--- config.mk ---
export PLATFORM = sky130hd
export DESIGN_NAME = motion_and_gas_alarm_controller
export DESIGN_NICKNAME = d
export VERILOG_FILES = /design/src/rtl/mgac_pkg.sv /design/src/rtl/motion_and_gas_alarm_controller.sv /design/src/rtl/mgac_update.sv
export SDC_FILE = /design/constraint.sdc
export NUM_CORES = 1
export LEC_CHECK = 0
export ABC_CLOCK_PERIOD_IN_PS = 5200
export BUFFER_PORTS_ARGS = -buffer_cell sky130_fd_sc_hd__clkbuf_2
export CAP_MARGIN = 10
export CELL_PAD_IN_SITES_DETAIL_PLACEMENT = 0
export CELL_PAD_IN_SITES_GLOBAL_PLACEMENT = 2
export CORE_MARGIN = 1
export CORE_UTILIZATION = 35
export DETAILED_ROUTE_END_ITERATION = 6
export GPL_TIMING_DRIVEN = 1
export PLACE_DENSITY = 0.79
export SYNTH_ARGS = -nofsm -noshare
export SYNTH_HDL_FRONTEND = slang
export SYNTH_SLANG_ARGS = --single-unit
export TNS_END_PERCENT = 10
--- constraint.sdc ---
create_clock -name clk -period 5.2 [get_ports clk]
set_input_delay 0.26 -clock clk [delete_from_list [all_inputs] [get_ports clk]]
set_output_delay 0.26 -clock clk [all_outputs]
set_load 0.005 [all_outputs]
--- src/rtl/mgac_pkg.sv ---
// shared types, constants and the divide-by-five helper for the motion and gas alarm block
// no dependencies; imported by every module of the block
`timescale 1ns / 1ps

package mgac_pkg;

    localparam int NOW_W      = 32;
    localparam int SAMPLE_W   = 10;
    localparam int SUM_W      = 13;
    localparam int LEVEL_W    = 10;
    localparam int THR_W      = 10;
    localparam int TIME_W     = 16;
    localparam int CFG_IDX_W  = 2;
    localparam int CFG_DATA_W = 16;

    // reciprocal of five in 16 fractional bits, exact for sums up to 5115
    localparam int DIV5_SHIFT = 16;
    localparam logic [15:0] DIV5_MUL = 16'd13108;

    localparam logic [THR_W-1:0]  GAS_LIMIT_RESET     = 10'd400;
    localparam logic [TIME_W-1:0] MOTION_ALERT_RESET  = 16'd2000;
    localparam logic [TIME_W-1:0] MOTION_COOL_RESET   = 16'd15000;
    localparam logic [TIME_W-1:0] GAS_HOLD_RESET      = 16'd8000;

    typedef enum logic [CFG_IDX_W-1:0] {
        CFG_GAS_LIMIT       = 2'd0,
        CFG_MOTION_ALERT    = 2'd1,
        CFG_MOTION_COOLDOWN = 2'd2,
        CFG_GAS_HOLD        = 2'd3
    } cfg_index_t;

    typedef enum logic [1:0] {
        SCREEN_MAIN   = 2'd0,
        SCREEN_MOTION = 2'd1,
        SCREEN_GAS    = 2'd2
    } screen_t;

    typedef enum logic [2:0] {
        MS_IDLE  = 3'b001,
        MS_ALERT = 3'b010,
        MS_COOL  = 3'b100
    } motion_state_t;

    typedef struct packed {
        logic [THR_W-1:0]  gas_limit;
        logic [TIME_W-1:0] motion_alert_ms;
        logic [TIME_W-1:0] motion_cooldown_ms;
        logic [TIME_W-1:0] gas_hold_ms;
    } cfg_t;

    typedef struct packed {
        motion_state_t    mstate;
        logic [NOW_W-1:0] alert_start;
        logic [NOW_W-1:0] cool_start;
        logic             gas_active;
        logic [NOW_W-1:0] hold_start;
    } alarm_state_t;

    typedef struct packed {
        screen_t            screen_select;
        logic               led_on;
        logic [LEVEL_W-1:0] gas_level;
        logic               motion_alert;
        logic               motion_cooldown;
        logic               gas_alarm;
    } result_t;

    // floor(sum / 5) by multiply and shift
    function automatic logic [LEVEL_W-1:0] div5(input logic [SUM_W-1:0] sum);
        logic [SUM_W+DIV5_SHIFT-1:0] prod;
        prod = {{DIV5_SHIFT{1'b0}}, sum} * {{SUM_W{1'b0}}, DIV5_MUL};
        return prod[DIV5_SHIFT +: LEVEL_W];
    endfunction

endpackage

--- src/rtl/motion_and_gas_alarm_controller.sv ---
// top level of the motion and gas alarm controller: handshake, registers, config
// depends on mgac_pkg and mgac_update
`timescale 1ns / 1ps

// channel   | beat contents                                   | handshake
// ----------+-------------------------------------------------+---------------------
// input     | now_ms, motion, gas_sample_a .. gas_sample_e    | in_valid / in_stall
// output    | screen_select, led_on, gas_level, flags         | out_valid / out_stall
// config    | cfg_index, cfg_data                             | cfg_we, no wait
//
// one beat per clock in and out while out_stall is low; an accepted beat is held in
// the input register, then moves into the result register once that register is free
// the gas level is summed and divided by five before the input register, the
// timer compares and state updates sit between input register and result register
// reset clears state, timers and out_valid and loads the default threshold and times
// a held output stalls the input register, which stalls the input channel in the
// same cycle; no beat is dropped

module motion_and_gas_alarm_controller
    import mgac_pkg::*;
(
    input  logic                  clk,
    input  logic                  rst_n,

    input  logic                  in_valid,
    output logic                  in_stall,
    input  logic [NOW_W-1:0]      now_ms,
    input  logic                  motion,
    input  logic [SAMPLE_W-1:0]   gas_sample_a,
    input  logic [SAMPLE_W-1:0]   gas_sample_b,
    input  logic [SAMPLE_W-1:0]   gas_sample_c,
    input  logic [SAMPLE_W-1:0]   gas_sample_d,
    input  logic [SAMPLE_W-1:0]   gas_sample_e,

    output logic                  out_valid,
    input  logic                  out_stall,
    output logic [1:0]            screen_select,
    output logic                  led_on,
    output logic [LEVEL_W-1:0]    gas_level,
    output logic                  motion_alert,
    output logic                  motion_cooldown,
    output logic                  gas_alarm,

    input  logic                  cfg_we,
    input  logic [CFG_IDX_W-1:0]  cfg_index,
    input  logic [CFG_DATA_W-1:0] cfg_data
);

    cfg_t               cfg_reg;
    alarm_state_t       state_reg;
    alarm_state_t       state_next;

    // input register
    logic               s1_valid_reg;
    logic [NOW_W-1:0]   s1_now_reg;
    logic               s1_motion_reg;
    logic [LEVEL_W-1:0] s1_level_reg;

    // result register
    logic               out_valid_reg;
    result_t            result_reg;
    result_t            result_next;

    logic               in_accept;
    logic               out_free;
    logic               advance;
    logic [SUM_W-1:0]   sample_sum;
    logic [LEVEL_W-1:0] level_in;

    // result register can load when empty or being taken
    assign out_free  = !out_valid_reg || !out_stall;
    assign advance   = s1_valid_reg && out_free;
    assign in_stall  = s1_valid_reg && !out_free;
    assign in_accept = in_valid && !in_stall;

    // average of the five samples, done on the way in
    assign sample_sum = {3'b000, gas_sample_a} + {3'b000, gas_sample_b}
                      + {3'b000, gas_sample_c} + {3'b000, gas_sample_d}
                      + {3'b000, gas_sample_e};
    assign level_in = div5(sample_sum);

    // config registers; write them only while idle, which the block itself does not enforce
    always_ff @(posedge clk or negedge rst_n)
    begin
        if (!rst_n)
        begin
            cfg_reg.gas_limit          <= GAS_LIMIT_RESET;
            cfg_reg.motion_alert_ms    <= MOTION_ALERT_RESET;
            cfg_reg.motion_cooldown_ms <= MOTION_COOL_RESET;
            cfg_reg.gas_hold_ms        <= GAS_HOLD_RESET;
        end
        else if (cfg_we)
        begin
            unique case (cfg_index_t'(cfg_index))
                CFG_GAS_LIMIT:       cfg_reg.gas_limit          <= cfg_data[THR_W-1:0];
                CFG_MOTION_ALERT:    cfg_reg.motion_alert_ms    <= cfg_data[TIME_W-1:0];
                CFG_MOTION_COOLDOWN: cfg_reg.motion_cooldown_ms <= cfg_data[TIME_W-1:0];
                CFG_GAS_HOLD:        cfg_reg.gas_hold_ms        <= cfg_data[TIME_W-1:0];
            endcase
        end
    end

    // input stage control
    always_ff @(posedge clk or negedge rst_n)
    begin
        if (!rst_n)
        begin
            s1_valid_reg <= 1'b0;
        end
        else if (in_accept)
        begin
            s1_valid_reg <= 1'b1;
        end
        else if (advance)
        begin
            s1_valid_reg <= 1'b0;
        end
    end

    // input stage payload
    always_ff @(posedge clk)
    begin
        if (in_accept)
        begin
            s1_now_reg    <= now_ms;
            s1_motion_reg <= motion;
            s1_level_reg  <= level_in;
        end
    end

    mgac_update u_update (
        .cur    (state_reg),
        .cfg    (cfg_reg),
        .now_ms (s1_now_reg),
        .motion (s1_motion_reg),
        .level  (s1_level_reg),
        .nxt    (state_next),
        .res    (result_next)
    );

    // alarm state moves exactly once per beat, as it enters the result register
    always_ff @(posedge clk or negedge rst_n)
    begin
        if (!rst_n)
        begin
            state_reg.mstate      <= MS_IDLE;
            state_reg.alert_start <= '0;
            state_reg.cool_start  <= '0;
            state_reg.gas_active  <= 1'b0;
            state_reg.hold_start  <= '0;
        end
        else if (advance)
        begin
            state_reg <= state_next;
        end
    end

    // result stage control
    always_ff @(posedge clk or negedge rst_n)
    begin
        if (!rst_n)
        begin
            out_valid_reg <= 1'b0;
        end
        else if (out_free)
        begin
            out_valid_reg <= s1_valid_reg;
        end
    end

    // result stage payload
    always_ff @(posedge clk)
    begin
        if (advance)
        begin
            result_reg <= result_next;
        end
    end

    assign out_valid       = out_valid_reg;
    assign screen_select   = result_reg.screen_select;
    assign led_on          = result_reg.led_on;
    assign gas_level       = result_reg.gas_level;
    assign motion_alert    = result_reg.motion_alert;
    assign motion_cooldown = result_reg.motion_cooldown;
    assign gas_alarm       = result_reg.gas_alarm;

endmodule

--- src/rtl/mgac_update.sv ---
// next-state and result logic for one monitoring pass
// depends on mgac_pkg
`timescale 1ns / 1ps

module mgac_update
    import mgac_pkg::*;
(
    input  alarm_state_t       cur,
    input  cfg_t               cfg,
    input  logic [NOW_W-1:0]   now_ms,
    input  logic               motion,
    input  logic [LEVEL_W-1:0] level,
    output alarm_state_t       nxt,
    output result_t            res
);

    logic [NOW_W-1:0]   el_alert;
    logic [NOW_W-1:0]   el_cool;
    logic [NOW_W-1:0]   el_hold;
    logic               alert_done;
    logic               cool_done;
    logic               hold_done;
    logic               gas_low;
    logic [LEVEL_W+2:0] level_x5;
    logic [LEVEL_W+2:0] thr_x4;

    assign el_alert   = now_ms - cur.alert_start;
    assign el_cool    = now_ms - cur.cool_start;
    assign el_hold    = now_ms - cur.hold_start;
    assign alert_done = el_alert >= {{(NOW_W-TIME_W){1'b0}}, cfg.motion_alert_ms};
    assign cool_done  = el_cool >= {{(NOW_W-TIME_W){1'b0}}, cfg.motion_cooldown_ms};
    assign hold_done  = el_hold >= {{(NOW_W-TIME_W){1'b0}}, cfg.gas_hold_ms};

    // release only below 80 percent of threshold: 5*level < 4*threshold
    assign level_x5 = {3'b000, level} + {1'b0, level, 2'b00};
    assign thr_x4   = {1'b0, cfg.gas_limit, 2'b00};
    assign gas_low  = level_x5 < thr_x4;

    always_comb
    begin
        nxt = cur;

        // motion detector: idle -> alert -> cooldown -> idle; a zero alert or cooldown time skips that state
        unique case (cur.mstate)
            MS_IDLE:
            begin
                if (motion)
                begin
                    nxt.alert_start = now_ms;
                    if (cfg.motion_alert_ms == '0)
                    begin
                        // zero alert time falls straight into cooldown, or to idle if the cooldown time is zero too
                        nxt.cool_start = now_ms;
                        nxt.mstate = (cfg.motion_cooldown_ms == '0) ? MS_IDLE : MS_COOL;
                    end
                    else
                    begin
                        nxt.mstate = MS_ALERT;
                    end
                end
            end
            MS_ALERT:
            begin
                if (alert_done)
                begin
                    nxt.cool_start = now_ms;
                    nxt.mstate = (cfg.motion_cooldown_ms == '0) ? MS_IDLE : MS_COOL;
                end
            end
            MS_COOL:
            begin
                if (cool_done)
                begin
                    nxt.mstate = MS_IDLE;
                end
            end
            default:
            begin
                nxt.mstate = MS_IDLE;
            end
        endcase

        // gas alarm with hold timer
        if (cur.gas_active)
        begin
            if (hold_done)
            begin
                if (gas_low)
                begin
                    nxt.gas_active = 1'b0;
                end
                else
                begin
                    nxt.hold_start = now_ms;
                end
            end
        end
        else if (level >= cfg.gas_limit)
        begin
            // a fresh alarm with zero hold restarts at now too, same result
            nxt.gas_active = 1'b1;
            nxt.hold_start = now_ms;
        end
    end

    always_comb
    begin
        res.gas_level       = level;
        res.motion_alert    = (nxt.mstate == MS_ALERT);
        res.motion_cooldown = (nxt.mstate == MS_COOL);
        res.gas_alarm       = nxt.gas_active;
        if (nxt.gas_active)
        begin
            res.screen_select = SCREEN_GAS;
        end
        else if (nxt.mstate == MS_ALERT)
        begin
            res.screen_select = SCREEN_MOTION;
        end
        else
        begin
            res.screen_select = SCREEN_MAIN;
        end
        res.led_on = nxt.gas_active || (nxt.mstate == MS_ALERT);
    end

endmodule

==> impl_metrics.ini <==
[global_route]
grt-ovfl-total = 0
grt_max_degree = 67
track_usage = 0.203
antenna_found_initial = 1
grt_pass1_vias = 17890
grt_pass1_wl_um = 95900

[die]
initial_utilization = 0.354
pin_count = 124
dieHeight_um = 243
core.rowCount = 88
fp.coreArea_mm2 = 0.0576
dieArea_mm2 = 0.0591
fp.dieW_um = 243

[logic_synthesis]
syn_inst = 2275
synth.distinct_cells = 78
synth-seq-area-share = 0.285
synth-edff-count = 59
ys_warn_count = 0
netlist_area_mm2 = 0.0204
synth-seq-cells = 219
synth_flop_cell = dfrtp_1
synth-async-reset-ratio = 0.731
syn_nets = 2723
synth.avg_cell_area_um2 = 8.95

[clocking]
h-tree-depth = 1
numCtsBuffers = 26
clockBufferDepth = 3
cts.reportedPaths.clkPinSlew_ns = 0.07
cts_root_buf = clkbuf_16
numClockSinks = 219
worstSkewPairLatency_ns = 0.58
cts_tree = built

[critical_path]
endpoint_kind = flip-flop
required_ns = 5.62
r2r-end = state_reg[16]
crit_path_end = s1_level_reg[9]
cp_slowest_cell = fa_1
critical_path_class = in -> reg
r2r_cells = 22
ff2ff_setup_slack_ns = 0.10
max_stage_delay_ns = 0.54
arrival_ns = 7.38
crit_path_start_kind = input port
crit_start = gas_sample_c[1]
reg2reg_from = s1_now_reg[0]
crit_fanout = 2

[worst_hold_path]
hold_class = in -> reg

[placement]
dp_cells = 3246
dpl_cell_area_mm2 = 0.0230
port_buffers = 123
hpwl_um = 47900
dp_slack_ns = -2.61
place_congestion = 0.898

[timing]
clock_skew_ns = 0.0366
finalHoldViolations = 0
clock.fmax_ghz = 0.144
setup_viol = 10
fin_crit_sh = 1.34
setup_ws_ns = -1.76
layout_min_cycle_time_ns = 6.96
slew_violations = 0
relSlewSlack = 0.324
rsz0062_at_grt = true
worst_pin_slew_ns = 1.01

[cells_and_area]
largest_register_ffs = 100
stdcell_count = 3346
insertedDiodeCount = 0
drive_gt1_frac = 0.201
stdcell_area_mm2 = 0.0248
layout.nets = 3009
area_delta_synth_final_pct = 21.8

[detailed_routing]
vias_per_cell = 5.22
antenna_left = 0
wl_per_cell_um = 18.0
wl_um = 60100
drc = 0
first_iter_violations = 881
vias = 17468
first_pass_iters = 5

[status]
status = finished with violations
failed_checks = negative setup slack

[run]
cap_violations = 0
## what timing repair did
action / in CTS / in global routing
setup buffers: 9 / 5
hold buffers: 40 / 0
gates cloned: 0 / 0
endpoints found under the hold margin: 101 / 0
endpoints found under the setup margin: 84 / 84
pin swaps: 63 / 50
gates resized for setup: 54 / 41
## worst max-delay path: cells and delay by family
family | cells | cell delay, ns
buffers and inverters | 10 | 0.56
adders and majority gates | 10 | 3.80
and+or+nand+nor | 3 | 0.38
xor gates and xnor gates | 1 | 0.16
AOI/OAI and AO/OA | 15 | 2.21
## layer usage
layer  part of all wire  up-vias  global-route usage
li1                   -     8546                   -
met1               0.43     8504               0.249
met2               0.50      323               0.367
met3              0.034       95              0.0208
met4              0.036        0              0.0729
met5                  0        -                   0
## through the flow
stage	TNS (ns)	utilization	hold slack, ns
CTS	-16.43	0.427	0.0128
global placement	-43.01	0.400	0.306
detailed placement	-46.60	0.400	0.312
floorplan	-18.41	-	-0.0356
finish	-15.77	0.431	0.0202
global route	-30.16	0.431	0.0334
## synthesized netlist by cell type, types with 8 or more instances
| library cell | count | area, µm² |
|---|---|---|
| inv_1 | 356 | 1340 |
| o21bai_1 | 19 | 143 |
| a21oi_1 | 116 | 581 |
| dfrtp_1 | 137 | 3430 |
| xor2_1 | 32 | 280 |
| and2_1 | 9 | 56.3 |
| o211ai_1 | 18 | 135 |
| edfxtp_1 | 59 | 1770 |
| ha_1 | 268 | 3350 |
| a21o_1 | 64 | 480 |
| nand3_1 | 67 | 335 |
| or3_1 | 10 | 62.6 |
| o21ai_0 | 147 | 736 |
| o21a_1 | 29 | 218 |
| nor2b_1 | 14 | 87.6 |
| nor3_1 | 35 | 175 |
| nand2_1 | 198 | 743 |
| mux2i_1 | 43 | 430 |
| nor4_1 | 21 | 131 |
| o31ai_1 | 13 | 97.6 |
| xnor2_1 | 56 | 490 |
| mux2_2 | 51 | 574 |
| o22ai_1 | 8 | 50.1 |
| and3_1 | 15 | 93.8 |
| o32a_1 | 30 | 300 |
| a211oi_1 | 20 | 150 |
| nand2b_1 | 22 | 138 |
| dfstp_2 | 23 | 604 |
| clkbuf_1 | 67 | 251 |
| fa_1 | 74 | 1480 |
| nor2_1 | 98 | 368 |
| nand4_1 | 28 | 175 |
## cell usage in the layout, fill, tap and decap left out, drive strengths merged, types with 8 or more instances in the layout
master / synthesis / final
a211oi: 20 / 20
a21o: 64 / 64
a21oi: 117 / 117
and2: 9 / 9
and3: 15 / 15
buf: 9 / 175
clkbuf: 69 / 148
clkinv: 0 / 13
dfrtp: 137 / 137
dfstp: 23 / 23
dlygate4sd3: 0 / 40
edfxtp: 59 / 59
fa: 74 / 74
ha: 268 / 268
inv: 356 / 358
mux2: 52 / 52
mux2i: 43 / 43
nand2: 198 / 198
nand2b: 22 / 22
nand3: 67 / 67
nand4: 28 / 28
nor2: 99 / 99
nor2b: 14 / 14
nor3: 36 / 36
nor4: 22 / 22
o211ai: 18 / 18
o21a: 30 / 30
o21ai: 151 / 151
o21bai: 19 / 19
o22ai: 8 / 8
o31ai: 13 / 13
o32a: 30 / 30
or3: 10 / 10
xnor2: 56 / 56
xor2: 32 / 32
## worst min path at each step
stage,from,to,slack (ns),cells after the start
2_1_floorplan,rst_n,cfg_reg[0],-0.04,0
3_3_place_gp,rst_n,cfg_reg[13],0.31,1
3_5_place_dp,rst_n,cfg_reg[13],0.31,1
4_1_cts,cfg_data[7],cfg_reg[55],0.01,3
5_1_grt,cfg_data[7],cfg_reg[55],0.03,3
6_report,cfg_data[7],cfg_reg[55],0.02,3
## logic make-up after synthesis
| family | Yosys count | synth area share |
|---|---|---|
| XOR/XNOR | 88 | 0.0379 |
| buffers and inverters | 434 | 0.0816 |
| flip-flops | 219 | 0.285 |
| adder cells (fa/ha/maj) | 342 | 0.237 |
| AND/OR/NAND/NOR | 542 | 0.126 |
| multiplexers | 95 | 0.0499 |
| AO/OA/AOI/OAI | 555 | 0.182 |
## layout make-up
cell class,count,area (µm²)
Fill cell,5632,32800
Multi-Input combinational cell,1622,13400
Sequential cell,219,5800
Timing Repair Buffer,336,2400
Inverter,356,1340
Tap cell,765,957
Clock buffer,27,654
Clock inverter,21,221
Power is not shown: default switching activity piles up to over one toggle a cycle in this logic, so the estimate is an artifact.
